==> config.mk <==
export PLATFORM = sky130hd
export DESIGN_NAME = ddgtp_isqrt_stage
export DESIGN_NICKNAME = d
export VERILOG_FILES = /design/src/rtl/ddgtp_isqrt_stage.sv
export SDC_FILE = /design/constraint.sdc
export NUM_CORES = 1
export LEC_CHECK = 0
export ABC_AREA = 1
export BUFFER_PORTS_ARGS = -buffer_cell sky130_fd_sc_hd__buf_2
export CORE_MARGIN = 10
export CORE_UTILIZATION = 40
export CTS_CLUSTER_SIZE = 16
export DETAILED_ROUTE_END_ITERATION = 12
export PLACE_DENSITY_LB_ADDON = 0.3
export SLEW_MARGIN = 10
export SYNTH_ARGS = -nofsm -noshare
export SYNTH_HDL_FRONTEND = slang
export SYNTH_SLANG_ARGS = --single-unit
==> constraint.sdc <==
create_clock -name clk_i -period 17.3 [get_ports clk_i]
set_clock_uncertainty 0.05 [all_clocks]
set_input_delay 1.73 -clock clk_i [delete_from_list [all_inputs] [get_ports clk_i]]
set_output_delay 1.73 -clock clk_i [all_outputs]
set_load 0.02 [all_outputs]
==> src/rtl/ddgtp_isqrt_stage.sv <==
// ----------------------------------------------------------------------------
// ddgtp_isqrt_stage
// Two registered bits of a restoring integer square root.
// ----------------------------------------------------------------------------
module ddgtp_isqrt_stage (
  input  logic        clk_i,
  input  logic [4:0]  pos_i,
  input  logic        en_i,
  input  logic [34:0] rem_i,
  input  logic [17:0] root_i,
  output logic [34:0] rem_o,
  output logic [17:0] root_o
);

  logic [34:0] rem_d, rem_q, rem_a, rem_b;
  logic [17:0] root_d, root_q, root_a;

  always_comb begin
    rem_a  = rem_i;
    root_a = root_i;
    rem_b  = (35'(root_a) << (pos_i + 5'd1)) | (35'd1 << {pos_i, 1'b0});
    if (rem_a >= rem_b) begin
      rem_a  = rem_a - rem_b;
      root_a = root_a | (18'd1 << pos_i);
    end
    rem_d  = rem_a;
    root_d = root_a;
    rem_b  = '0;
    if (pos_i != 5'd0) begin
      rem_b = (35'(root_d) << pos_i) | (35'd1 << {pos_i - 5'd1, 1'b0});
      if (rem_d >= rem_b) begin
        rem_d  = rem_d - rem_b;
        root_d = root_d | (18'd1 << (pos_i - 5'd1));
      end
    end
  end

  always_ff @(posedge clk_i) begin
    if (en_i) begin
      rem_q  <= rem_d;
      root_q <= root_d;
    end
  end

  assign rem_o  = rem_q;
  assign root_o = root_q;

endmodule

# After elaboration in Yosys (flattened, before gate mapping)

Cells that the tools add are included.

Input bits: 60
Bits in registers: 53
Logic and storage cells: 25

Shift-type cells: 6
Mux-type cells: 6
Add/subtract/negate cells: 4
Reduce and logical (&&, ||, !) cells: 1
Order comparisons: 2
Bitwise gates (word level): 4

Operator list:

| cell                                                                | number |
|---|---|
| 35-bit 2-to-1 mux                                                   | 3 |
| 35-bit >= comparator                                                | 2 |
| 35-bit bitwise OR                                                   | 2 |
| 1-bit by 6-bit left shift with 35-bit output (first input constant) | 2 |
| 18-bit by 5-bit left shift with 35-bit output                       | 2 |
| 35-bit subtractor                                                   | 2 |
| 18-bit 2-to-1 mux                                                   | 3 |
| 18-bit bitwise OR                                                   | 2 |
| 1-bit by 5-bit left shift with 18-bit output (first input constant) | 2 |
| 5-bit by 1-bit adder with 5-bit output (second input constant)      | 1 |
| 5-bit nonzero test                                                  | 1 |
| 5-bit by 1-bit subtractor with 5-bit output (second input constant) | 1 |

# Logic depth before layout (Yosys ltp)

Gate-level depths: netlist (run 1).

Depth after elaboration: 10
Gate-level depth with buffers: 51
Gate-level depth less buffers: 47

# Worst setup path before layout (run 1)

Ideal clock, no wire load.

Kind: in2reg
Start: input port pos_i[0]
End: register rem_q[34] (netlist: rem_o[34]), data pin
Cell stages on the path: 43
Arrival: 7.487 ns
Setup time: 0.252 ns
Setup slack: 9.510 ns
Cell sequence: clkbuf_1 -> inv_1 -> clkbuf_1 -> buf_2 -> ha_1 -> inv_1 -> clkbuf_1 -> nand2_1 -> o21ai_0 -> nand2_1 -> o21ai_0 -> o21ai_0 -> or2_2 -> ha_1 -> nand2_2 -> inv_2 -> nand2_1 -> nand2_1 -> [... 7 more ...] -> ha_1 -> inv_1 -> fa_1 -> nand2_1 -> nand2_1 -> a21oi_2 -> inv_1 -> a21oi_1 -> inv_1 -> a21oi_1 -> inv_1 -> nand2_1 -> nand2_1 -> nand2_1 -> nand2_1 -> xor2_1 -> nand2_1 -> nand2_1

Cells in the longest elaborated chain, start to end: 10
Elaborated cells on any way between the ends: 19
Classes of those cells: add/sub (4); order compare (2); shift (5); mux (4); bitwise (3); reduce/logical (1)

RTL lines:

| item                                                             | line   | RTL |
|---|---|---|
| start: declaration                                               | 7      | `input logic [4:0] pos_i,` |
| 5-bit by 1-bit adder with 5-bit output                           | 21     | `rem_b = (35'(root_a) << (pos_i + 5'd1)) \| (35'd1 << {pos_i, 1'b0});` |
| 18-bit by 5-bit left shift with 35-bit output                    | 21     |  |
| 35-bit bitwise OR                                                | 21     |  |
| 35-bit >= comparator                                             | 22     | `if (rem_a >= rem_b) begin` |
| 18-bit 2-to-1 mux                                                | 22     |  |
| 18-bit by 5-bit left shift with 35-bit output                    | 30     | `rem_b = (35'(root_d) << pos_i) \| (35'd1 << {pos_i - 5'd1, 1'b0});` |
| 35-bit bitwise OR                                                | 30     |  |
| 35-bit subtractor / 35-bit >= comparator (equally long branches) | 32, 31 |  |
| 35-bit 2-to-1 mux                                                | 31     | `if (rem_d >= rem_b) begin` |
| 35-bit 2-to-1 mux (*)                                            | 29     | `if (pos_i != 5'd0) begin` |
| net rem_d[34]                                                    | 15     | `logic [34:0] rem_d, rem_q, rem_a, rem_b;` |
| end signal: assignment                                           | 40     | `rem_q <= rem_d;` |
| end: declaration                                                 | 15     |  |

The timed path passes the listed nets; every way through them passes the cells marked *.
A chain may end at the register's enable or synchronous reset.

# Worst setup path in the final report (run 1)

Start: input port pos_i[0]
End: register rem_q[31] (netlist: rem_o[31]), data pin

Same word-level chain as after synthesis.

==> impl_metrics.env, run 1 <==
export IMPL_worstHoldPathType="input port to flop"
export IMPL_slew_viol_final=0
export IMPL_syn2layout_area_growth_pct=9.50
export IMPL_cts_setup_buffers=0
export IMPL_p_leak_nw=4.97
export IMPL_drt_pass1_iterations=7
export IMPL_outcome="finished, final reports clean"
export IMPL_maxCapViolCount=0
export IMPL_htreeDepth=2
export IMPL_setup_tns_ps=0
export IMPL_ctsResizeCount=0
export IMPL_wl_mm=36.9
export IMPL_routedWlPerCell_microns=18.4
export IMPL_arrival_ps=10630
export IMPL_clk_path_buf_depth=2
export IMPL_ant_nets=0
export IMPL_grt_ovfl_total=0
export IMPL_yosys_area_top_type="nand2_1"
export IMPL_die_area_sq_um=30800
export IMPL_root_buffer="clkbuf_16"
export IMPL_grt_pass1_vias=10500
export IMPL_drt_iter0_drc=1295
export IMPL_antenna_found_initial=0
export IMPL_netlist_area_sq_um=9680
export IMPL_start_util_pct=41.0
export IMPL_cts_hold_buffers=0
export IMPL_cpMostUsedCell="nand2_1"
export IMPL_core_sq_um=23600
export IMPL_ys_flop_type="edfxtp_1"
export IMPL_fin_util_pct=44.9
export IMPL_final_common_cell="nand2_1"
export IMPL_grt_max_degree=72
export IMPL_layout_min_cycle_time_ps=10680
export IMPL_ys_seq_elements=53
export IMPL_ios=113
export IMPL_irDropWorstVdd_mv=0.0714
export IMPL_num_antenna_cells=0
export IMPL_track_usage_pct=23.1
export IMPL_synth_edff_count=53
export IMPL_synth_area_top_cells="nand2_1, edfxtp_1, ha_1, nand3_1, inv_1"
export IMPL_cts_buffers=5
export IMPL_slowest_delay_ps=710
export IMPL_placed_cells=1994
export IMPL_layout_cells_non_filler=2003
export IMPL_finalSetupViolCount=0
export IMPL_syn_avg_cell_area_sq_um=5.99
export IMPL_route_detailed_drc=0
export IMPL_ys_warn_count=0
export IMPL_fin_crit_sh_pct=61.8
export IMPL_crit_path_start_kind="input port"
export IMPL_p_per_area_nw_per_um2=126
export IMPL_drive_gt1_share_pct=11.6
export IMPL_grt_pass1_wl_mm=56.9
export IMPL_via_per_inst=5.58
export IMPL_dp_hpwl_mm=31.0
export IMPL_clkTransAtPathRegs_ps=80
export IMPL_num_rows=56
export IMPL_slew_limit_headroom_pct=37.5
export IMPL_crit_path_max_fanout=71
export IMPL_tightest_slew_ps=928
export IMPL_postSynthCellCount=1615
export IMPL_rsz0062_at_grt="false"
export IMPL_end_kind="flop"
export IMPL_synthArstFlopShare_pct=0
export IMPL_fin_nets=1824
export IMPL_gp_congestion=1.03
export IMPL_fp_dieH_microns=176
export IMPL_port_buffers=112
export IMPL_critical_path_class="input port to flop"
export IMPL_vias=11200
export IMPL_cts_sinks=53
export IMPL_hold_viol=0
export IMPL_final_cell_mix="nand2_1, inv_1, nor2_1"
export IMPL_die_x_microns=176
export IMPL_max_freq_ghz=0.0936
export IMPL_crit_required_ps=17250
export IMPL_cp_slowest_cell="ha_1"
export IMPL_synth_top_area_share_pct=17.1
export IMPL_syn_nets=1756
export IMPL_synth_distinct_cells=54
export IMPL_ys_seq_area_share_pct=16.4
export IMPL_cts_tree="built"
==> synth_stat cells, types with 2 or more instances <==
library cell and count:
o211ai_1 6, inv_1 183, buf_1 7, o211ai_2 2, o21ai_0 129, nor2_4 2
a21o_1 3, xor2_1 26, nand3_2 9, nor3_2 2, a21oi_2 9, nand2_2 11
or2_2 15, edfxtp_1 53, mux2i_1 6, o21a_1 7, a221oi_1 6, o21ai_2 2
nor4_1 5, xnor2_1 35, clkbuf_1 18, o22ai_1 10, ha_1 79, nand2_1 441
inv_2 8, nand4_1 5, fa_1 2, o221ai_1 2, a21oi_1 105, nor3_1 19
o21ai_1 26, nand3_1 148, a21boi_0 2, nand3b_1 3, nor2_1 153, a31oi_1 16
nor2_2 6, o21bai_1 11, buf_2 27, clkinv_1 2
==> state kept, by name (all words and copies together), names as in the netlist <==
register / flops
root_o: 18
rem_o: 35
==> worst max-delay path: cells and delay by family <==
family	cells	cell delay (ps)
compound gates	6	1580
fa+ha+maj	3	1540
buf+inv	5	2390
mux	1	160
simple gates	23	3130
==> logic make-up (layout without fill, tap and decap cells) <==
kind of cell | after synthesis | after routing | synth area share [%]
mux | 6 | 6 | 0.621
flops | 53 | 53 | 16.4
buf+inv | 249 | 318 | 10.4
simple gates | 822 | 822 | 36.4
compound gates | 343 | 343 | 20.0
fa+ha+maj | 81 | 81 | 10.6
xor+xnor | 61 | 61 | 5.52
==> where the power goes <==
part / internal (mW) / switching [mW]
Sequential: 0.215 / 0.00856
Clock: 0.0827 / 0.0467
Combinational: 0.316 / 0.662
==> per-layer routing <==
metal  track usage [%]  part of all wire [%]  up-vias  wire length, microns
met5                 0                     0        -                     0
met4              8.34                   3.3        0                  1200
met3              3.37                   8.5       57                  3140
met2              37.4                    45      523                 16500
met1              30.5                    43     5066                 16000
li1                  -                     -     5524                     -
==> per-stage QoR <==
step	power [mW]	hold slack [ps]	instance area (sq um)	setup WS, ps
floorplan	0.931	1790	9680	9510
global placement	1.19	2020	10400	6570
detailed placement	1.19	2010	10400	6540
CTS	1.32	1700	10600	6850
global route	1.45	1730	10600	5940
finish	1.33	1700	10600	6620
==> cell type report <==
cell class,count,area (sq um)
clock inverters,3,65.1
fillers,2635,13000
multi-input cells,1313,7080
clock buffers,5,125
inverters,193,724
well taps,319,399
repair buffers,117,611
flip-flops and latches,53,1590
==> worst paths after layout <==
check  cells after the start      start   endpoint
max                       38   pos_i[0]  rem_o[31]
min                        3  root_i[4]  root_o[4]
No activity file was read; power rests on OpenSTA's default activity.
==> run 2: changes to the inputs <==
- clock period: 17.3 -> 10.85 ns (I/O delays scaled with it)
==> impl_metrics.env, run 2 (synthesis results as in run 1) <==
export IMPL_htreeDepth=2
export IMPL_largest_reg_flops=35
export IMPL_die_x_microns=176
export IMPL_clkTransAtPathRegs_ps=80
export IMPL_start_util_pct=41.0
export IMPL_maxCapViolCount=0
export IMPL_ant_nets=0
export IMPL_die_area_sq_um=30800
export IMPL_slew_limit_headroom_pct=37.2
export IMPL_cts_tree="built"
export IMPL_core_sq_um=23600
export IMPL_cts_sinks=53
export IMPL_drt_pass1_iterations=6
export IMPL_final_cell_mix="nand2_1, inv_1, nor2_1"
export IMPL_syn2layout_area_growth_pct=9.74
export IMPL_crit_path_start_kind="input port"
export IMPL_place_area_sq_um=10400
export IMPL_p_per_area_nw_per_um2=200
export IMPL_tightest_slew_ps=932
export IMPL_route_detailed_drc=0
export IMPL_grt_ovfl_total=0
export IMPL_crit_path_max_fanout=71
export IMPL_fp_dieH_microns=176
export IMPL_wl_met1_mm=16.8
export IMPL_max_freq_ghz=0.102
export IMPL_finalSetupViolCount=0
export IMPL_antenna_found_initial=0
export IMPL_slowest_delay_ps=640
export IMPL_via_per_inst=5.60
export IMPL_slew_viol_final=0
export IMPL_place_ws_ps=1090
export IMPL_layout_min_cycle_time_ps=9800
export IMPL_gp_congestion=0.986
export IMPL_final_area_sq_um=10600
export IMPL_outcome="finished, final reports clean"
export IMPL_grt_pass1_wl_mm=58.6
export IMPL_clk_path_buf_depth=2
export IMPL_dp_hpwl_mm=32.0
export IMPL_root_buffer="clkbuf_16"
export IMPL_cp_slowest_cell="inv_1"
export IMPL_routedWlPerCell_microns=19.0
export IMPL_crit_required_ps=10790
export IMPL_grt_pass1_vias=10500
export IMPL_highest_layer="met4"
export IMPL_ctsResizeCount=0
export IMPL_p_leak_nw=4.98
export IMPL_wl_mm=38.1
export IMPL_rsz0062_at_grt="false"
export IMPL_grt_max_degree=72
export IMPL_cpMostUsedCell="nand2_1"
export IMPL_met2_wirelength_mm=16.9
export IMPL_num_antenna_cells=0
export IMPL_ios=113
export IMPL_dr_wl_met3_mm=3.07
export IMPL_drive_gt1_share_pct=11.8
export IMPL_irDropWorstVdd_mv=0.102
export IMPL_critical_path_class="input port to flop"
export IMPL_end_kind="flop"
export IMPL_port_buffers=112
export IMPL_fin_crit_sh_pct=90.4
export IMPL_hold_viol=0
export IMPL_cts_hold_buffers=0
export IMPL_worstHoldPathType="input port to flop"
export IMPL_vias=11200
export IMPL_cts_buffers=5
export IMPL_track_usage_pct=23.9
export IMPL_fin_nets=1827
export IMPL_setup_slack_ps=1050
export IMPL_final_common_cell="nand2_1"
export IMPL_setup_tns_ps=0
export IMPL_drt_iter0_drc=1289
export IMPL_arrival_ps=9740
export IMPL_num_rows=56
export IMPL_cts_setup_buffers=0
-- run 2: layout make-up --
type | instances | area [sq um]
repair buffers | 120 | 633
well taps | 319 | 399
clock buffers | 5 | 125
fillers | 2620 | 13000
flip-flops and latches | 53 | 1590
inverters | 193 | 724
clock inverters | 3 | 65.1
multi-input cells | 1313 | 7080
-- run 2: where the power goes --
part	switching (mW)	internal (mW)
logic	1.06	0.505
clock network	0.0749	0.132
registers	0.0138	0.343
-- run 2: stage by stage --
step / hold WS (ps) / utilization (%) / power [mW] / std cells
4_1_cts: 1060 / 44.9 / 2.11 / 2005
6_report: 1070 / 45.0 / 2.12 / 2006
3_5_place_dp: 1370 / 44.1 / 1.89 / 1997
2_1_floorplan: 1150 / - / 1.48 / 1615
5_1_grt: 1080 / 45.0 / 2.31 / 2006
3_3_place_gp: 1370 / 44.1 / 1.90 / 1997
-- run 2: path summary, 6_finish.rpt --
path	start	to	depth (start not counted)	slack, ps
worst max-delay path	pos_i[0]	rem_o[32]	35	1050
worst min-delay path	root_i[4]	root_o[4]	3	1070
-- run 2: critical path, delay by kind of cell --
kind | cells | cell delay (ps)
AO/OA/AOI/OAI | 8 | 2560
buffers and inverters | 5 | 1950
multiplexers | 1 | 180
AND/OR/NAND/NOR | 18 | 2770
adder cells (fa/ha/maj) | 3 | 1120
-- run 2: per-layer routing --
metal / global-route usage (%) / vias to the layer above
li1: - / 5519
met1: 32.0 / 5107
met2: 38.3 / 529
met3: 3.13 / 72
met4: 8.62 / 0
met5: 0 / -
