<file path="config.mk">
export PLATFORM = sky130hd
export DESIGN_NAME = ddgtp_cordic_stage
export DESIGN_NICKNAME = d
export VERILOG_FILES = /design/src/rtl/ddgtp_pkg.sv /design/src/rtl/ddgtp_cordic_stage.sv
export SDC_FILE = /design/constraint.sdc
export NUM_CORES = 1
export LEC_CHECK = 0
export CORE_ASPECT_RATIO = 0.5
export CORE_UTILIZATION = 45
export CTS_BUF_LIST = sky130_fd_sc_hd__clkbuf_16
export DETAILED_ROUTE_END_ITERATION = 7
export DONT_BUFFER_PORTS = 1
export GPL_TIMING_DRIVEN = 1
export SETUP_SLACK_MARGIN = 0.2
export SLEW_MARGIN = 20
export SYNTH_ARGS = -nofsm -noshare
export SYNTH_HDL_FRONTEND = slang
export SYNTH_SLANG_ARGS = --single-unit
</file>
<file path="constraint.sdc">
create_clock -name clk_i -period 11.24 [get_ports clk_i]
set_input_delay 1.124 -clock clk_i [delete_from_list [all_inputs] [get_ports clk_i]]
set_output_delay 1.124 -clock clk_i [all_outputs]
set_load 0.005 [all_outputs]
</file>
<file path="src/rtl/ddgtp_pkg.sv">
// ----------------------------------------------------------------------------
// ddgtp_pkg
// Shared types, constants and tables of the go-to-point wheel speed pipeline.
// ----------------------------------------------------------------------------
package ddgtp_pkg;

  localparam int unsigned CordicSteps = 16;

  localparam logic signed [15:0] PiQ13     = 16'sd25736;
  localparam logic signed [15:0] HalfPiQ13 = 16'sd12868;
  localparam logic signed [19:0] PiQ16     = 20'sd205887;
  localparam logic signed [17:0] TwoPiQ13  = 18'sd51472;
  localparam logic signed [17:0] Th95      = 18'sd13582;
  localparam logic signed [17:0] Th85      = 18'sd12153;
  localparam logic signed [17:0] Th40      = 18'sd5719;
  localparam logic [17:0]        NearQ12   = 18'd20480;

  localparam logic [14:0] LinGainRst = 15'd8192;
  localparam logic [14:0] AngGainRst = 15'd819;

  typedef enum logic [0:0] {
    REG_LIN_GAIN = 1'b0,
    REG_ANG_GAIN = 1'b1
  } reg_idx_e;

  // Stage-one results: deltas and bearing special cases.
  typedef struct packed {
    logic signed [16:0] dx;
    logic signed [16:0] dy;
    logic signed [15:0] heading;
    logic signed [14:0] damping;
    logic               axis_hit;
    logic signed [15:0] axis_brg;
  } geo_t;

  // CORDIC lane state.
  typedef struct packed {
    logic signed [27:0] x;
    logic signed [27:0] y;
    logic signed [20:0] z;
  } rot_t;

  function automatic logic signed [20:0] atan_lut(input logic [3:0] i);
    logic signed [20:0] r;
    unique case (i)
      4'd0:  r = 21'sd51472;
      4'd1:  r = 21'sd30386;
      4'd2:  r = 21'sd16055;
      4'd3:  r = 21'sd8150;
      4'd4:  r = 21'sd4091;
      4'd5:  r = 21'sd2047;
      4'd6:  r = 21'sd1024;
      4'd7:  r = 21'sd512;
      4'd8:  r = 21'sd256;
      4'd9:  r = 21'sd128;
      4'd10: r = 21'sd64;
      4'd11: r = 21'sd32;
      4'd12: r = 21'sd16;
      4'd13: r = 21'sd8;
      4'd14: r = 21'sd4;
      default: r = 21'sd2;
    endcase
    return r;
  endfunction

  function automatic logic [16:0] sig_lut(input logic [4:0] i);
    logic [16:0] r;
    unique case (i)
      5'd0:  r = 17'd32768;
      5'd1:  r = 17'd40793;
      5'd2:  r = 17'd47911;
      5'd3:  r = 17'd53581;
      5'd4:  r = 17'd57724;
      5'd5:  r = 17'd60565;
      5'd6:  r = 17'd62428;
      5'd7:  r = 17'd63615;
      5'd8:  r = 17'd64357;
      5'd9:  r = 17'd64816;
      5'd10: r = 17'd65097;
      5'd11: r = 17'd65269;
      5'd12: r = 17'd65374;
      5'd13: r = 17'd65438;
      5'd14: r = 17'd65476;
      5'd15: r = 17'd65500;
      default: r = 17'd65514;
    endcase
    return r;
  endfunction

endpackage

</file>
<file path="src/rtl/ddgtp_cordic_stage.sv">
// ----------------------------------------------------------------------------
// ddgtp_cordic_stage
// One registered CORDIC vectoring micro-rotation step.
// ----------------------------------------------------------------------------
module ddgtp_cordic_stage (
  input  logic              clk_i,
  input  logic [3:0]        step_i,
  input  logic              en_i,
  input  ddgtp_pkg::rot_t   rot_i,
  output ddgtp_pkg::rot_t   rot_o
);

  ddgtp_pkg::rot_t rot_d, rot_q;

  always_comb begin
    rot_d = rot_i;
    if (rot_i.y > 28'sd0) begin
      rot_d.x = rot_i.x + (rot_i.y >>> step_i);
      rot_d.y = rot_i.y - (rot_i.x >>> step_i);
      rot_d.z = rot_i.z + ddgtp_pkg::atan_lut(step_i);
    end else begin
      rot_d.x = rot_i.x - (rot_i.y >>> step_i);
      rot_d.y = rot_i.y + (rot_i.x >>> step_i);
      rot_d.z = rot_i.z - ddgtp_pkg::atan_lut(step_i);
    end
  end

  always_ff @(posedge clk_i) begin
    if (en_i) begin
      rot_q <= rot_d;
    end
  end

  assign rot_o = rot_q;

endmodule

</file>
; Word-level counts from Yosys, hierarchy flattened
; Memory sizes are Yosys's and may differ from the RTL's.
; Cells that the tools add are included.
[totals]
register_bits = 77
mem_bits_ro = 512
output_inout_bits = 77
word_cells = 17
memories = 2
[op_classes]
add_sub_neg = 6
n_lt_le_gt_ge = 1
shift = 2
muxes = 3
[mem_list]
columns = name, depth, width, rd, rd_clocked_by_memory_dff, write_ports, line
row1 = (name not given), 16, 16, 1, 0, 0, ddgtp_pkg.sv:45  ; unique case (i)
row2 = (name not given), 16, 16, 1, 0, 0, ddgtp_pkg.sv:45
[op_table]
columns = op, n
row1 = $mux 77, 1
row2 = $add 28x28->28, 2
row3 = $sshr 28x4->28, 2
row4 = $sub 28x28->28, 2
row5 = $mux 21, 2
row6 = $gt 28x1->1 const B, 1
row7 = $add 21x21->21, 1
row8 = $sub 21x21->21, 1

; Longest topological paths before layout
; Gate-level depths: netlist (run 1).
[logic_depth]
word_depth = 4
mapped_depth = 27

; Least setup slack after synthesis (run 1)
; No wires, ideal clock.
[synth_path]
kind = in2reg
start = input step_i[2]
end = register rot_q (netlist bit rot_o[76]) (data pin)
setup_time_ns = 0.260
t_arrival_ns = 6.236
setup_slack_ns = 4.744
path_stages = 27
n_path_buf = 8
cell_sequence = buf_2 buf_2 buf_2 buf_2 buf_2 buf_2 buf_2 mux4_2 o21ai_0 nand2_1 o21ai_0 ha_1 nor3b_1 nand3_1 o31ai_1 xnor2_1 ha_1 clkbuf_1 nor2_1 nor2_1 o41ai_1 o221ai_1 o31a_1 o41a_1 a211oi_1 a21oi_1 xnor2_1
[synth_lines]
columns = item, line
row1 = from (decl), ddgtp_cordic_stage.sv:7  ; input logic [3:0] step_i,
row2 = to (signal assigned), ddgtp_cordic_stage.sv:30  ; rot_q <= rot_d;
row3 = to (decl), ddgtp_cordic_stage.sv:13  ; ddgtp_pkg::rot_t rot_d, rot_q;

==> results of run 1 <==
report_power, final:
group | leakage (nW) | total, W | switching (W) | internal (W)
Combinational | 3.50 | 0.000697 | 0.000393 | 0.000304
Sequential | 0.754 | 0.000471 | 0.0000400 | 0.000431
Clock | 0.143 | 0.000316 | 0.000141 | 0.000175
synth_stat cells, drive strengths merged, types with 33 or more instances:
| library cell | count | share of area |
|---|---|---|
| inv | 40 | 0.013 |
| ha | 88 | 0.098 |
| nor2 | 112 | 0.038 |
| nor3 | 42 | 0.019 |
| nand2 | 133 | 0.045 |
| edfxtp | 77 | 0.21 |
| mux2i | 44 | 0.039 |
| xnor2 | 81 | 0.063 |
| mux4 | 61 | 0.12 |
| clkbuf | 33 | 0.011 |
| o21ai | 74 | 0.033 |
| a21oi | 101 | 0.045 |
| xor2 | 42 | 0.033 |
metrics by stage:
stage,instances,instance area [um^2],total power [W],worst slack (ns),hold slack (ns)
4_1_cts,1562,11610,0.001486,5.064,0.8584
5_1_grt,1562,11610,0.001581,4.528,0.8604
3_3_place_gp,1546,11310,0.001153,4.675,1.249
2_1_floorplan,1272,11180,0.001027,4.744,1.237
3_5_place_dp,1546,11310,0.001159,4.688,1.250
6_report,1562,11610,0.001484,5.040,0.8749
cells by family after synthesis:
logic type                 count (synthesis)  synth area share
muxes                                    130            0.1885
AOI/OAI and AO/OA                        330            0.1866
adders and majority gates                 91            0.1039
buffers and inverters                    106           0.04241
and+or+nand+nor                          415            0.1756
DFF                                       77            0.2068
xor gates and xnor gates                 123           0.09635
worst min-delay path by stage:
stage | startpoint | to | slack [ns]
global placement | en_i | rot_o[30]$_DFFE_PP_ | 1.25
global route | en_i | rot_o[30]$_DFFE_PP_ | 0.86
finish | en_i | rot_o[30]$_DFFE_PP_ | 0.87
detailed placement | en_i | rot_o[30]$_DFFE_PP_ | 1.25
CTS | en_i | rot_o[30]$_DFFE_PP_ | 0.86
floorplan | en_i | rot_o[0]$_DFFE_PP_ | 1.24
area by class of cell:
class / instances / area (um^2)
Fill cell: 2357 / 12560
Clock buffer: 9 / 225.2
Multi-Input combinational cell: 1089 / 8397
Inverter: 41 / 153.9
Tap cell: 336 / 420.4
Timing Repair Buffer: 3 / 22.52
Sequential cell: 77 / 2312
Clock inverter: 7 / 80.08
layout by cell type (no fill, tap or decap), types with 13 or more instances in the layout:
cell	instances
mux4_2	58
nand3_1	23
a21o_1	14
o31ai_1	13
inv_1	39
mux2i_1	44
mux2_2	25
xor2_1	42
xnor2_1	81
ha_1	88
o21ai_0	71
nor3_1	41
nand2_1	133
a31oi_1	20
edfxtp_1	77
nor2_1	111
nor2b_1	17
a21oi_1	101
and2_1	14
routing by layer:
layer | routed length (um) | part of all wire | global-route usage
met1 | 16690 | 0.47 | 0.4106
met4 | 394 | 0.011 | 0.04853
met3 | 4194 | 0.12 | 0.1079
met5 | 0 | 0 | 0
met2 | 14240 | 0.40 | 0.3858
==> key figures, run 1 <==
Power and ir drop
  • Static Leakage: around 4.4 nW
  • Peak supply drop: ~0.00007 V
  • Power per cell area: 127.8 nW/um^2

Setup path
  • CP Max Fanout: 81
  • Worst setup EP type: flip-flop
  • Worst EP required: 11.37 ns
  • CP top delay family: compound AO/OA/AOI/OAI gates
  • Crit path to: rot_o[76]$_DFFE_PP_
  • Worst setup SP type: primary input
  • Worst Setup Path Type: primary input to flip-flop
  • Crit path DAT: 6.33 ns
  • Crit path launch: step_i[1]
  • WP depth: 16
  • CP Cell Sequence: inv_2, o31ai_1, o21ai_0, ha_1, nor3b_1, nand3_1, o31ai_1, xnor2_1, ha_1, o41ai_1, o221ai_1, o31a_1, o41a_1, a211oi_1, a21oi_1, xnor2_1
  • CP bufs+invs: 1
  • Slowest stage delay, CP: around 0.60 ns
  • Worst path slowest cell: inv_2

Floorplan
  • Chip width: 224.9 um
  • Die H: roughly 110 um
  • Cell row count: 40
  • Starting density of the core: 0.4625
  • Die Area: between 20000 and 30000 um^2
  • Total core area: 24170 um^2
  • IO Pins: 160

CTS
  • Max Root-Sink Buffers: 2
  • Post-CTS setup buffers: 0
  • Hold_buf cts: 0
  • # H-tree levels: 3
  • Num CTS Buffers: 9
  • CTS tree: built
  • Post-CTS resize count: 0
  • Reg clk slew, reported paths: 0.06 ns
  • CTS Root Cell: clkbuf_16
  • CTS Sinks: 77

Logic synthesis
  • Ys async rst share: 0
  • Syn_nets: 1446
  • #FFs+latches synth: 77
  • Synth unique cells: 77
  • Mapped Cells: 1272
  • Predominant post-synthesis flop cell: edfxtp_1
  • Register area share after synthesis: 0.2068
  • Syn. warnings: 0
  • Mean area per synthesized cell: slightly below 9 um^2
  • Netlist Area Pre-Place: 11180 um^2
  • Number of synthesized flops with an enable pin: slightly below 80

Timing
  • # setup viols final: 0
  • RSZ-0062 raised after global routing: false
  • Max Slew Vio Count: 0
  • Max_slew headroom: 0.2764
  • Max Clk Rate: 161.3 MHz
  • Period utilization: 0.5516
  • Worst Tran Pin Value: between 1 and 1.5 ns
  • Final hold vios: 0
  • Setup TNS: 0 ns
  • Final Critical Period: about 6.2 ns

Flow run
  • Max-cap viol count: 0

Placement
  • Post-DP HPWL: between 20 and 30 mm
  • Routability congestion estimate: 0.9307
  • Port bufs: 0

Route
  • Routed vias: slightly below 10k
  • DRC viols: 0
  • ANT nets after route: 0
  • Post-Route WL: 35.52 mm
  • DRT Pass-1 Iters: 8
  • DR vias/cell: around 6.3
  • DR iter-0 viols: 1010
  • DR WL/cell: 22.74 um

Final layout
  • Final Util: 0.4803
  • Max FFs per register: 77
  • NumNets Final: 1395
  • Share of layout cells above drive strength 1: 0.1011
  • Number of antenna diodes: 0
  • Synthesis-to-finish area growth: 3.849%

Run status
  • Status: complete, no violations

Worst hold path
  • Min-delay worst type: primary input to flip-flop
  • Worst Hold Depth: 0

Global route
  • Gr usage total: 0.2794
  • Initial antenna violation count: 0
  • Number of global-route vias before repair: 9341
  • Pin count of the biggest net entering global routing: 98
  • First-pass GRT wire length: 54.60 mm
  • GRT overflow: 0
No activity file was read; power rests on OpenSTA's default activity.
==> run 2, diff against run 1 <==
- clock period: 11.24 -> 5.65 ns (I/O delays scaled with it)
==> key figures, run 2 (synthesized netlist as in run 1, its figures left out) <==
Flow run
  • Max-cap viol count: 0 (unchanged)

Floorplan
  • Die Area: 25520 um^2 (unchanged)
  • Starting density of the core: 0.4625 (unchanged)
  • Chip width: 224.9 um (unchanged)
  • IO Pins: 160 (unchanged)
  • Die H: 113.5 um (unchanged)
  • Cell row count: 40 (unchanged)
  • Total core area: 24170 um^2 (unchanged)

Global route
  • Pin count of the biggest net entering global routing: 98 (unchanged)
  • Gr usage total: 0.2757 (was 0.2794)
  • Initial antenna violation count: 0 (unchanged)
  • Number of global-route vias before repair: 9283 (was 9341)
  • First-pass GRT wire length: 54.01 mm (was 54.60 mm)
  • GRT overflow: 0 (unchanged)

Timing
  • Max_slew headroom: 0.4341 (was 0.2764)
  • Final Critical Period: 5.127 ns
  • Final hold vios: 0 (unchanged)
  • Max Slew Vio Count: 0 (unchanged)
  • RSZ-0062 raised after global routing: true (was false)
  • Max Clk Rate: approximately 200 MHz
  • # setup viols final: 0 (unchanged)
  • Worst Tran Pin Value: 0.8458 ns (was 1.084 ns)
  • Final hold slack: 0.3152 ns (was 0.8749 ns)
  • Setup TNS: 0 ns (unchanged)
  • Period utilization: 0.9075

Final layout
  • Multi-input logic area: 8439 um^2 (was 8397 um^2)
  • Reg area: 2312 um^2 (unchanged)
  • Number of antenna diodes: 0 (unchanged)
  • Share of layout cells above drive strength 1: 0.1259 (was 0.1011)
  • Post-route insts no fill: 1591 (was 1562)
  • Max FFs per register: 77 (unchanged)
  • Commonest non-fill, non-tap cells in the layout: nand2_1 (133), nor2_1 (112), a21oi_1 (101) (was nand2_1 (133), nor2_1 (111), a21oi_1 (101))
  • Commonest non-fill, non-tap cell in the layout: nand2_1 (unchanged)
  • NumNets Final: 1424 (was 1395)
  • Fillers: 2324 (was 2357)
  • Synthesis-to-finish area growth: 6.043% (was 3.849%)

CTS
  • Hold_buf cts: 0 (unchanged)
  • CTS Root Cell: clkbuf_16 (unchanged)
  • Reg clk slew, reported paths: 0.06 ns (about the same)
  • Post-CTS setup buffers: 0 (unchanged)
  • CTS tree: built (unchanged)
  • # H-tree levels: 3 (unchanged)
  • Post-CTS resize count: 0 (unchanged)
  • CTS Sinks: 77 (unchanged)
  • Max Root-Sink Buffers: 2 (unchanged)
  • Num CTS Buffers: 9 (unchanged)

Setup path
  • Worst path slowest cell: o31ai_1 (was inv_2)
  • Worst setup EP type: flip-flop (unchanged)
  • Worst Setup Path Type: primary input to flip-flop (unchanged)
  • Slowest stage delay, CP: 0.56 ns (was 0.60 ns)
  • Worst EP required: 5.77 ns (was 11.37 ns)
  • CP Cell Sequence: nor4_1, nand4_1, nor2_1, nor2_1, buf_4, a21oi_1, ha_1, nor2b_1, o31a_1, o31ai_1, o221ai_2, o31a_1, o41a_1, a211oi_2, a21oi_1, xnor2_1 (was inv_2, o31ai_1, o21ai_0, ha_1, nor3b_1, nand3_1, o31ai_1, xnor2_1, ha_1, o41ai_1, o221ai_1, o31a_1, o41a_1, a211oi_1, a21oi_1, xnor2_1)
  • Worst setup SP type: primary input (unchanged)
  • Crit path DAT: 5.24 ns (was 6.33 ns)
  • CP Max Fanout: 8 (was 81)

Route
  • DR WL/cell: 21.96 um (was 22.74 um)
  • DRC viols: 0 (unchanged)
  • DR vias/cell: 6.313 (was 6.330)
  • ANT nets after route: 0 (unchanged)
  • DR iter-0 viols: 934 (was 1010)
  • Post-Route WL: 34.94 mm (was 35.52 mm)
  • Routed vias: 10.04k (was 9887)
  • DRT Pass-1 Iters: 5 (was 8)

Power and ir drop
  • Power per cell area: 248.2 nW/um^2 (was 127.8 nW/um^2)
  • Total power: 0.002943 W (was 0.001484 W)
  • Peak supply drop: 0.0001507 V (was 0.00007203 V)
  • Static Leakage: 4.555 nW (was 4.398 nW)

Placement
  • Port bufs: 0 (unchanged)
  • Placed Instances: 1575 (was 1546)
  • Post-DP HPWL: 27.35 mm (was 26.99 mm)
  • Routability congestion estimate: 0.9216 (was 0.9307)

Worst hold path
  • Min-delay worst type: primary input to flip-flop (unchanged)

Run status
  • Status: complete, no violations (unchanged)
-- run 2: cell types whose count changed in the layout (fill, tap and decap cells not counted), sizes merged --
cell / delta
inv: -3
buf: +29
clkinv: +5
clkinvlp: -2
-- run 2: path summary, 6_finish.rpt --
check             startpoint                  end  cells after the start
hold / removal          en_i  rot_o[20]$_DFFE_PP_                      0
setup / recovery   rot_i[24]  rot_o[76]$_DFFE_PP_                     16
-- run 2: cell type report --
type,instances,area share
inverter,41,0.01298
sequential,77,0.1950
clock buffer,9,0.01900
clock inverter,7,0.005488
multi-input combinational,1089,0.7118
timing repair buffer,32,0.02026
tap,336,0.03546
-- run 2: routing by layer --
| layer | track usage | wire [um] |
|---|---|---|
| met1 | 0.4161 | 16640 |
| met2 | 0.3912 | 14620 |
| met3 | 0.07290 | 3301 |
| met4 | 0.05215 | 379 |
| met5 | 0 | 0 |
-- run 2: report_power, final --
group | internal (W) | switching (W) | total [W] | leakage [nW]
clock network | 0.000339 | 0.000255 | 0.000595 | 0.145
logic | 0.000629 | 0.000785 | 0.00141 | 3.66
registers | 0.000857 | 0.0000769 | 0.000934 | 0.754
total | 0.00183 | 0.00112 | 0.00294 | 4.56
-- run 2: stage by stage --
step	instance area [um^2]	worst slack, ns	utilization
finish	11860	0.5226	0.4905
global route	11860	0.1880	0.4905
floorplan	11230	0.1321	-
global placement	11550	0.1607	0.4780
CTS	11850	0.5323	0.4900
detailed placement	11550	0.1911	0.4780
-- run 2: critical path, delay by kind of cell --
family	cells	cell delay [ns]
xor gates and xnor gates	1	0.14
buffers and inverters	1	0.24
adders and majority gates	1	0.30
and+or+nand+nor	5	1.51
AOI/OAI and AO/OA	8	2.48
