File: src/rtl/ddgtp_pkg.sv
// ----------------------------------------------------------------------------
// ddgtp_pkg
// Shared types, constants and tables of the go-to-point wheel speed pipeline.
// ----------------------------------------------------------------------------
package ddgtp_pkg;

  localparam int unsigned CordicSteps = 16;

  localparam logic signed [15:0] PiQ13     = 16'sd25736;
  localparam logic signed [15:0] HalfPiQ13 = 16'sd12868;
  localparam logic signed [19:0] PiQ16     = 20'sd205887;
  localparam logic signed [17:0] TwoPiQ13  = 18'sd51472;
  localparam logic signed [17:0] Th95      = 18'sd13582;
  localparam logic signed [17:0] Th85      = 18'sd12153;
  localparam logic signed [17:0] Th40      = 18'sd5719;
  localparam logic [17:0]        NearQ12   = 18'd20480;

  localparam logic [14:0] LinGainRst = 15'd8192;
  localparam logic [14:0] AngGainRst = 15'd819;

  typedef enum logic [0:0] {
    REG_LIN_GAIN = 1'b0,
    REG_ANG_GAIN = 1'b1
  } reg_idx_e;

  // Stage-one results: deltas and bearing special cases.
  typedef struct packed {
    logic signed [16:0] dx;
    logic signed [16:0] dy;
    logic signed [15:0] heading;
    logic signed [14:0] damping;
    logic               axis_hit;
    logic signed [15:0] axis_brg;
  } geo_t;

  // CORDIC lane state.
  typedef struct packed {
    logic signed [27:0] x;
    logic signed [27:0] y;
    logic signed [20:0] z;
  } rot_t;

  function automatic logic signed [20:0] atan_lut(input logic [3:0] i);
    logic signed [20:0] r;
    unique case (i)
      4'd0:  r = 21'sd51472;
      4'd1:  r = 21'sd30386;
      4'd2:  r = 21'sd16055;
      4'd3:  r = 21'sd8150;
      4'd4:  r = 21'sd4091;
      4'd5:  r = 21'sd2047;
      4'd6:  r = 21'sd1024;
      4'd7:  r = 21'sd512;
      4'd8:  r = 21'sd256;
      4'd9:  r = 21'sd128;
      4'd10: r = 21'sd64;
      4'd11: r = 21'sd32;
      4'd12: r = 21'sd16;
      4'd13: r = 21'sd8;
      4'd14: r = 21'sd4;
      default: r = 21'sd2;
    endcase
    return r;
  endfunction

  function automatic logic [16:0] sig_lut(input logic [4:0] i);
    logic [16:0] r;
    unique case (i)
      5'd0:  r = 17'd32768;
      5'd1:  r = 17'd40793;
      5'd2:  r = 17'd47911;
      5'd3:  r = 17'd53581;
      5'd4:  r = 17'd57724;
      5'd5:  r = 17'd60565;
      5'd6:  r = 17'd62428;
      5'd7:  r = 17'd63615;
      5'd8:  r = 17'd64357;
      5'd9:  r = 17'd64816;
      5'd10: r = 17'd65097;
      5'd11: r = 17'd65269;
      5'd12: r = 17'd65374;
      5'd13: r = 17'd65438;
      5'd14: r = 17'd65476;
      5'd15: r = 17'd65500;
      default: r = 17'd65514;
    endcase
    return r;
  endfunction

endpackage

File: src/rtl/ddgtp_regs.sv
// ----------------------------------------------------------------------------
// ddgtp_regs
// APB register file for the linear and angular gains.
// ----------------------------------------------------------------------------
module ddgtp_regs (
  input  logic        clk_i,
  input  logic        rst_ni,
  input  logic        psel,
  input  logic        penable,
  input  logic        pwrite,
  input  logic [2:0]  paddr,
  input  logic [31:0] pwdata,
  output logic [31:0] prdata,
  output logic        pready,
  output logic [14:0] lin_gain_o,
  output logic [14:0] ang_gain_o
);

  logic [14:0] lin_q, ang_q;
  logic        wr;
  ddgtp_pkg::reg_idx_e idx;

  assign wr     = psel && penable && pwrite;
  assign idx    = ddgtp_pkg::reg_idx_e'(paddr[2]);
  assign pready = 1'b1;

  always_ff @(posedge clk_i or negedge rst_ni) begin
    if (!rst_ni) begin
      lin_q <= ddgtp_pkg::LinGainRst;
      ang_q <= ddgtp_pkg::AngGainRst;
    end else if (wr) begin
      unique case (idx)
        ddgtp_pkg::REG_LIN_GAIN: lin_q <= pwdata[14:0];
        ddgtp_pkg::REG_ANG_GAIN: ang_q <= pwdata[14:0];
        default: ;
      endcase
    end
  end

  always_comb begin
    unique case (idx)
      ddgtp_pkg::REG_LIN_GAIN: prdata = {17'd0, lin_q};
      ddgtp_pkg::REG_ANG_GAIN: prdata = {17'd0, ang_q};
      default: prdata = 32'd0;
    endcase
  end

  assign lin_gain_o = lin_q;
  assign ang_gain_o = ang_q;

endmodule

File: config.mk
export PLATFORM = sky130hd
export DESIGN_NAME = ddgtp_regs
export DESIGN_NICKNAME = d
export VERILOG_FILES = /design/src/rtl/ddgtp_pkg.sv /design/src/rtl/ddgtp_regs.sv
export SDC_FILE = /design/constraint.sdc
export NUM_CORES = 1
export LEC_CHECK = 0
export BUFFER_PORTS_ARGS = -buffer_cell sky130_fd_sc_hd__buf_2
export CELL_PAD_IN_SITES_DETAIL_PLACEMENT = 1
export CELL_PAD_IN_SITES_GLOBAL_PLACEMENT = 1
export CORE_ASPECT_RATIO = 0.6
export CORE_MARGIN = 5
export CORE_UTILIZATION = 28
export CTS_CLUSTER_DIAMETER = 60
export DETAILED_ROUTE_END_ITERATION = 16
export PLACE_DENSITY = 0.86
export SLEW_MARGIN = 20
export SYNTH_ARGS = -nofsm -noshare
export SYNTH_HDL_FRONTEND = slang
export SYNTH_SLANG_ARGS = --single-unit
File: constraint.sdc
create_clock -name clk_i -period 0.83 [get_ports clk_i]
set_clock_uncertainty 0.2 [all_clocks]
set_input_delay 0.0415 -clock clk_i [delete_from_list [all_inputs] [get_ports clk_i]]
set_output_delay 0.0415 -clock clk_i [all_outputs]
set_load 0.05 [all_outputs]
# Word level (Yosys, flattened, before mapping)
# Cells that the tools add are included.
dict set report op_classes {
  multipliers 0
  add_sub_neg 0
  n_mux 1
  shift 0
  bitwise 1
  eq_ne 0
  n_div 0
  n_reduce_logical 4
  magnitude_cmp 0
}
# operator count
set op_table {}
lappend op_table {{32-bit case mux with 2 select lines} 1}
lappend op_table {{2-bit AND reduction} 2}
lappend op_table {{1-bit logical AND} 2}
lappend op_table {{1-bit NOT} 1}
dict set report word_totals {
  ramBits 0
  regBits 30
  romBits 0
  latch_bits 0
  mem_count 0
}

# Depth between registers and ports, before layout
# Gate-level depths: netlist (run 1).
dict set report depth {
  depth_word 3
  ltp_mapped 4
  depth_no_buf 2
}

# Worst setup path after synthesis (run 1)
# No wires, ideal clock.
dict set report synth_timing {
  kind {flip-flop to output port}
  start {register lin_q[13], in the netlist lin_gain_o[13]}
  end {output port prdata[13]}
  stages_incl_launch_ff 2
  t_arrival_ns 1.055
  t_required_ns 0.588
  path_slack_ns -0.467
  cell_sequence {dfstp_2 -> mux2_2}
}
dict set report synth_between {
  elab_chain_cells 1
}
# item line
set synth_lines {}
lappend synth_lines {{from (decl)} ddgtp_regs.sv:19} ;# logic [14:0] lin_q, ang_q;
lappend synth_lines {{from (signal assigned)} ddgtp_regs.sv:29} ;# lin_q <= ddgtp_pkg::LinGainRst;
lappend synth_lines {{from (signal assigned)} ddgtp_regs.sv:33} ;# ddgtp_pkg::REG_LIN_GAIN: lin_q <= pwdata[14:0];
lappend synth_lines {{32-bit case mux with 2 select lines} ddgtp_regs.sv:41} ;# unique case (idx)
lappend synth_lines {{to (decl)} ddgtp_regs.sv:13} ;# output logic [31:0] prdata,
# Every way passes these cells. The select of a mux whose other input is x is not followed.

# Worst setup path after layout (run 1)
dict set report layout_timing {
  start {register ang_q[5], in the netlist ang_gain_o[5]}
  end {output port prdata[5]}
}
dict set report layout_between {
  elab_chain_cells 1
}
# item line
set layout_lines {}
lappend layout_lines {{from (decl)} ddgtp_regs.sv:19}
lappend layout_lines {{from (signal assigned)} ddgtp_regs.sv:30} ;# ang_q <= ddgtp_pkg::AngGainRst;
lappend layout_lines {{from (signal assigned)} ddgtp_regs.sv:34} ;# ddgtp_pkg::REG_ANG_GAIN: ang_q <= pwdata[14:0];
lappend layout_lines {{32-bit case mux with 2 select lines} ddgtp_regs.sv:41}
# Every way passes these cells. The select of a mux whose other input is x is not followed.

==> impl_results.md, run 1 <==
* All-Layer GR Usage at 0.1451
* Worst skew pair latency at 0.27 ns
* Simple-gate share of the synthesized area at 0.02944
* Antenna-violating nets left at 0
* WHS Endpoint: lin_gain_o[8]
* Synthesis-to-finish area growth at 94.44%
* Fin Hold WS at -0.1871 ns
* Post-synthesis cell area at about 1500 µm²
* Post-synth top flop: dfrtp_1
* Largest net degree at the start of global routing at 31
* CTS H-tree lvls at 2
* Clock power frac at 0.134
* Setup crit start: ang_gain_o[5]
* CP Launch Type: register
* Clock Tree Buf Depth at 2
* Compound-Gate Fraction of Synth Area at 0
* Num CTS Buffers at 5
* CTS tree: built
* Arr. time, crit path at between 1 and 1.5 ns
* Ys async rst share at 1.000
* Mux contribution to synthesized area at 0.3557
* Buf/Inv on CP at 1
* Slew Limit Fails at 0
* Post-Syn Area per Cell at 15.15 µm²
* Largest family of logic cells by synthesized area: multiplexers
* Setup TNS at -26.91 ns
* Part of the Yosys area used for sequential elements at 0.4963
* Post-DP HPWL at approximately 3.1 mm
* Fin crit share at 1.663
* Drt total wl at 5.206 mm
* Nets at 248
* Fin worst setup slack at -0.5505 ns
* DR WL/cell at 18.93 µm
* Comb power frac at 0.622
* Starting density of the core at 0.2954
* Crit path kind: register to primary output
* Post-CTS Hold Buffers at 1
* Yosys warning count at 0
* Maximum fanout along the worst path at 3
* Finished Cell Area at about 3000 µm²
* Die height at 67.27 µm
* CTS sink cnt at 30
* Max-cap violation count at 0
* Area fraction of the dominant cell type after synthesis at 0.3761
* Multi-input gate area at 788.3 µm²
* Reg2reg start: lin_gain_o[7]
* Cell depth of the worst hold path at 2
* Fillcell total at 489
* Sequential Area at 788.3 µm²
* Hold path startpoint: pwdata[8]
* Port bufs at 65
* Critical-path cell list: mux2_4 > buf_8
* R2r setup slk at -0.39 ns
* Final setup violation count at between 70 and 80
* Max stage delay on crit path at ~0.56 ns
* Routability cong. at about 0.7
* Post-Syn Instances at just over 100
* Rows at 20
* Reg2Reg Capture Point: lin_gain_o[7]
* Critical Path RT at 0.59 ns
* RSZ-0062 raised after global routing: true
* Antenna violations before repair at 0
* Dpl cell area at approximately 2100 µm²
* LEAKAGE at between 1.5 and 2 nW
* Seq pwr share at 0.244
* FF+latch count, synth at 30
* Adder-Cell Fraction of Synth Area at 0
* CTS clk-pin slew, worst paths at about 0.060 ns
* Failing checks: negative hold slack, negative setup slack
* Core Box Area at between 5000 and 6000 µm²
* Vias/cell at 4.215
* Setup crit end kind: primary output
* Status: finished with violations
* EDFF count, synth at 0
* Num ports at 103
* Die Span X at between 100 and 150 µm
* Vias after detailed routing at 1159
* Area contributors post-synth: dfrtp_1 38%, mux2_2 26%, dfstp_2 12%
* Max Fclk at 724.4 MHz
* NetSw at roughly 3.7 mW
* Top-count cell post-synth: mux2_2
* Worst Hold Class: input port to register
* Total Power at 8.907 mW
* First-pass GRT wire length at 7.714 mm
* Power Dens Cells at roughly 3000 nW/µm²
* FF-to-FF path depth at 3
* Die ar. at 7092 µm²
* Top delay family on crit path: flip-flops
* Most instantiated cells after synthesis: 35 x mux2_2, 23 x dfrtp_1, 18 x buf_4, 10 x mux2_4, 7 x dfstp_2
* Xor and xnor area share after synthesis at 0
* Root Driver: clkbuf_8
* First-pass detailed-route iteration total at 3
* Clock period minus worst slack at 1.381 ns
* Post-route DRC at 0
* Synth unique cells at 10
* Vias in the first global route at roughly 1300
* Worst IR Drop VDD at 927.7 µV
* DR iter-0 viols at 14
* N_diodes at 0
* Net Sw Frac at 0.4175
* Internal power at approximately 5.2 mW
* Final hold violations at 30
* Yosys top cell by area: dfrtp_1
* CP max-delay cell: dfstp_2
* Total gr overflow at 0
* Share of cells above drive strength 1 at 0.9043
-- layout make-up --
cell class / instances / share of cell area
timing repair buffer: 106 / 0.4117
sequential: 30 / 0.2649
multi-input combinational: 65 / 0.2649
clock buffer: 7 / 0.02902
tap: 66 / 0.02775
clock inverter: 1 / 0.001682
-- power by group through the flow --
stage	Sequential [mW]	Combinational [mW]	Clock, mW
4_1_cts	2.15	5.14	1.23
3_3_place_gp	2.16	3.57	0
2_1_floorplan	3.31	1.75	0
6_report	2.17	5.54	1.19
3_5_place_dp	2.18	3.62	0
5_1_grt	2.21	5.74	1.31
-- sequential cells by signal, summed over array words and instances, names as in the netlist --
register    cells
lin_gain_o     15
ang_gain_o     15
-- cells by family after synthesis --
kind of cell | after synthesis
mux | 45
flops | 30
other cells | 2
simple gates | 2
buf+inv | 22
-- stage by stage --
| stage | std cells | worst slack [ns] | utilization |
|---|---|---|---|
| 2_1_floorplan | 117 | -0.3937 | - |
| 3_3_place_gp | 236 | -0.3608 | 0.4121 |
| 3_5_place_dp | 236 | -0.3935 | 0.4121 |
| 4_1_cts | 266 | -0.5348 | 0.5461 |
| 5_1_grt | 275 | -0.5818 | 0.5744 |
| 6_report | 275 | -0.5505 | 0.5744 |
-- cells in the final DEF, fill, tap and decap left out --
cell type	instances
mux2_4	45
buf_8	36
buf_6	35
dfrtp_2	23
buf_2	20
conb_1	18
buf_4	8
dfstp_2	7
clkbuf_8	6
buf_12	6
nand4b_4	1
nand4_4	1
clkinv_2	1
clkbuf_1	1
dlygate4sd3_1	1
-- worst register-to-register path: stages, from the launching register on --
cell and delay, ns:
dfrtp_2 0.41, buf_4 0.13, buf_6 0.11, mux2_4 0.25
-- metal layers --
metal	part of all wire	up-vias	GRT usage
li1	-	529	-
met5	0	-	0
met2	0.53	52	0.2857
met1	0.40	574	0.1507
met4	0.0060	0	0.02782
met3	0.065	4	0.05444
-- how the worst max path moves through the flow --
stage                          endpoint  depth (start not counted)  slack [ns]
final                         prdata[5]                          2       -0.55
after global routing         prdata[13]                          2       -0.58
after CTS                     prdata[9]                          2       -0.53
after detailed placement  lin_gain_o[7]                          4       -0.39
after global placement    lin_gain_o[4]                          4       -0.36
after floorplan              prdata[13]                          1       -0.39
-- what timing repair did --
item | 4_1_cts | 5_1_grt
resized for setup | 131 | 34
pin swaps | 0 | 0
hold endpoints to repair | 60 | 30
setup buffers | 21 | 22
endpoints found under the setup margin | 75 | 75
cloned | 0 | 0
No activity file was read; power rests on OpenSTA's default activity.
==> run 2, diff against run 1 <==
--- a/config.mk
+++ b/config.mk
@@ -14,6 +14,7 @@
 export CTS_CLUSTER_DIAMETER = 60
 export DETAILED_ROUTE_END_ITERATION = 16
 export PLACE_DENSITY = 0.86
+export REMOVE_ABC_BUFFERS = 1
 export SLEW_MARGIN = 20
 export SYNTH_ARGS = -nofsm -noshare
 export SYNTH_HDL_FRONTEND = slang
==> run 2 against run 1 <==
The run still ends with negative hold slack, negative setup slack left. Combinational power fell by 1%. Worst setup slack got worse by 0.011 ns. Highest routed layer unchanged. Critical path type unchanged. Power fell by 0.66%. Sequential power barely moved. Largest cell class unchanged. Hold slack got worse by 0.0053 ns. Utilization fell by 0.60 points. Non-clock buffer count rose by 4. Final cell count rose by 1.5%. Design area fell by 1.1%.
==> impl_results.md, run 2 (synthesized netlist as in run 1, its figures left out) <==
* Most frequent cells in the layout: 43 x mux2_4, 37 x buf_8, 33 x buf_6 (was 45 x mux2_4, 36 x buf_8, 35 x buf_6)
* Post-DP HPWL at 2.985 mm (was 3.124 mm)
* DR iter-0 viols at 17 (was 14)
* Final hold violations at 30 (unchanged)
* Setup crit start: lin_gain_o[5] (was ang_gain_o[5])
* Clock Tree Buf Depth at 2 (unchanged)
* Maximum fanout along the worst path at 3 (unchanged)
* Worst skew pair latency at 0.27 ns (about the same)
* LEAKAGE at 1.538 nW (was 1.518 nW)
* Vias/cell at 4.276 (was 4.215)
* Clock period minus worst slack at 1.392 ns (was 1.381 ns)
* Core Box Area at 5180 µm² (unchanged)
* Largest net degree at the start of global routing at 31 (unchanged)
* Gr busiest metal: met2 (unchanged)
* Die ar. at 7092 µm² (unchanged)
* Cell depth of the worst hold path at 2 (unchanged)
* Die Span X at 105.4 µm (unchanged)
* Rows at 20 (unchanged)
* Worst IR Drop VDD at 1405 µV (was 927.7 µV)
* Total Power at 8.848 mW (was 8.907 mW)
* Num CTS Buffers at 5 (unchanged)
* FF-to-FF path depth at 3 (unchanged)
* Grt met1 use at 0.1619 (was 0.1507)
* Share of cells above drive strength 1 at 0.7981 (was 0.9043)
* Slew Limit Fails at 0 (unchanged)
* Nets at 252 (was 248)
* M3 GR Usage at 0.04871 (was 0.05444)
* Fin Hold WS at -0.1923 ns (was -0.1871 ns)
* CP Launch Type: register (unchanged)
* Setup crit end kind: primary output (unchanged)
* Vias after detailed routing at 1193 (was 1159)
* Status: finished with violations (unchanged)
* Num ports at 103 (unchanged)
* Port bufs at 65 (unchanged)
* Post-route DRC at 0 (unchanged)
* Reg2reg start: ang_gain_o[7] (was lin_gain_o[7])
* CTS tree: built (unchanged)
* Post-CTS Hold Buffers at 1 (unchanged)
* Worst Hold Class: input port to register (unchanged)
* N_diodes at 0 (unchanged)
* Final setup violation count at 75 (unchanged)
* Antenna violations before repair at 0 (unchanged)
* Met2 usage at 0.2683 (was 0.2857)
* Root Driver: clkbuf_8 (unchanged)
* Max-cap violation count at 0 (unchanged)
* WHS Endpoint: lin_gain_o[1] (was lin_gain_o[8])
* Routability cong. at 0.6573 (was 0.6905)
* Fin crit share at 1.677 (was 1.663)
* RSZ-0062 raised after global routing: true (unchanged)
* CTS sink cnt at 30 (unchanged)
* Synthesis-to-finish area growth at 92.40% (was 94.44%)
* Power Dens Cells at 3006 nW/µm² (was 2994 nW/µm²)
* Drt total wl at 5.141 mm (was 5.206 mm)
* Fin worst setup slack at -0.5617 ns (was -0.5505 ns)
* Vias in the first global route at 1332 (was 1336)
* Antenna-violating nets left at 0 (unchanged)
* Arr. time, crit path at 1.15 ns (was 1.14 ns)
* Total gr overflow at 0 (unchanged)
* Failing checks: negative hold slack, negative setup slack (unchanged)
* Crit path kind: register to primary output (unchanged)
* R2r setup slk at -0.36 ns (was -0.39 ns)
* Reg2Reg Capture Point: ang_gain_o[7] (was lin_gain_o[7])
* CTS clk-pin slew, worst paths at 0.07 ns (was 0.06 ns)
* First-pass GRT wire length at 7.665 mm (was 7.714 mm)
* Max Fclk at 718.5 MHz (was 724.4 MHz)
* Die height at 67.27 µm (unchanged)
* DR WL/cell at 18.43 µm (was 18.93 µm)
* Starting density of the core at 0.2954 (unchanged)
* Commonest non-fill, non-tap cell in the layout: mux2_4 (unchanged)
* Hold path startpoint: pwdata[1] (was pwdata[8])
* All-Layer GR Usage at 0.1428 (was 0.1451)
* Critical Path RT at 0.59 ns (about the same)
* CTS H-tree lvls at 2 (unchanged)
* First-pass detailed-route iteration total at 3 (unchanged)
-- run 2: worst max path at each step --
stage / cells after the start / slack, ns / to
3_3_place_gp: 4 / -0.40 / ang_gain_o[13]
4_1_cts: 2 / -0.54 / prdata[4]
2_1_floorplan: 1 / -0.47 / prdata[13]
6_report: 2 / -0.56 / prdata[5]
5_1_grt: 2 / -0.60 / prdata[12]
3_5_place_dp: 4 / -0.43 / ang_gain_o[12]
-- run 2: where the power goes --
group          leakage (nW)  internal, mW  total, mW  switching, mW
clock network        0.0482         0.668       1.22          0.550
registers             0.350          1.85       2.15          0.300
logic                  1.14          2.62       5.48           2.87
-- run 2: metal layers --
| metal | share of wire | wire (µm) | vias to the layer above |
|---|---|---|---|
| met1 | 0.42 | 2167 | 597 |
| met2 | 0.51 | 2647 | 52 |
| li1 | - | - | 541 |
| met4 | 0.0037 | 19 | 0 |
| met5 | 0 | 0 | - |
| met3 | 0.060 | 307 | 3 |
-- run 2: final cells by class --
type | instances | area, µm²
clock inverter | 1 | 5.005
fill | 509 | 2236
timing repair buffer | 110 | 1230
clock buffer | 7 | 86.33
sequential | 30 | 759.5
multi-input combinational | 65 | 780.7
tap | 66 | 82.58
-- run 2: metrics by stage --
stage               setup slack [ns]  TNS, ns  instance area [µm²]  instances    util
global route                 -0.5970   -28.76                 2944        279  0.5684
finish                       -0.5617   -26.17                 2944        279  0.5684
detailed placement           -0.4291   -19.00                 1987        241  0.3836
CTS                          -0.5428   -25.19                 2790        270  0.5386
floorplan                    -0.4666   -18.41                 1416         95       -
global placement             -0.3971   -17.88                 1987        241  0.3836
-- run 2: worst max-delay path: stages (launching register included) --
cell	delay [ns]
dfrtp_1	0.43
mux2_4	0.29
buf_8	0.15
-- run 2: repair_timing --
item / CTS / global route
setup buffers: 22 / 18
gates resized for setup: 162 / 32
endpoints found under the hold margin: 60 / 30
endpoints found under the setup margin: 75 / 75
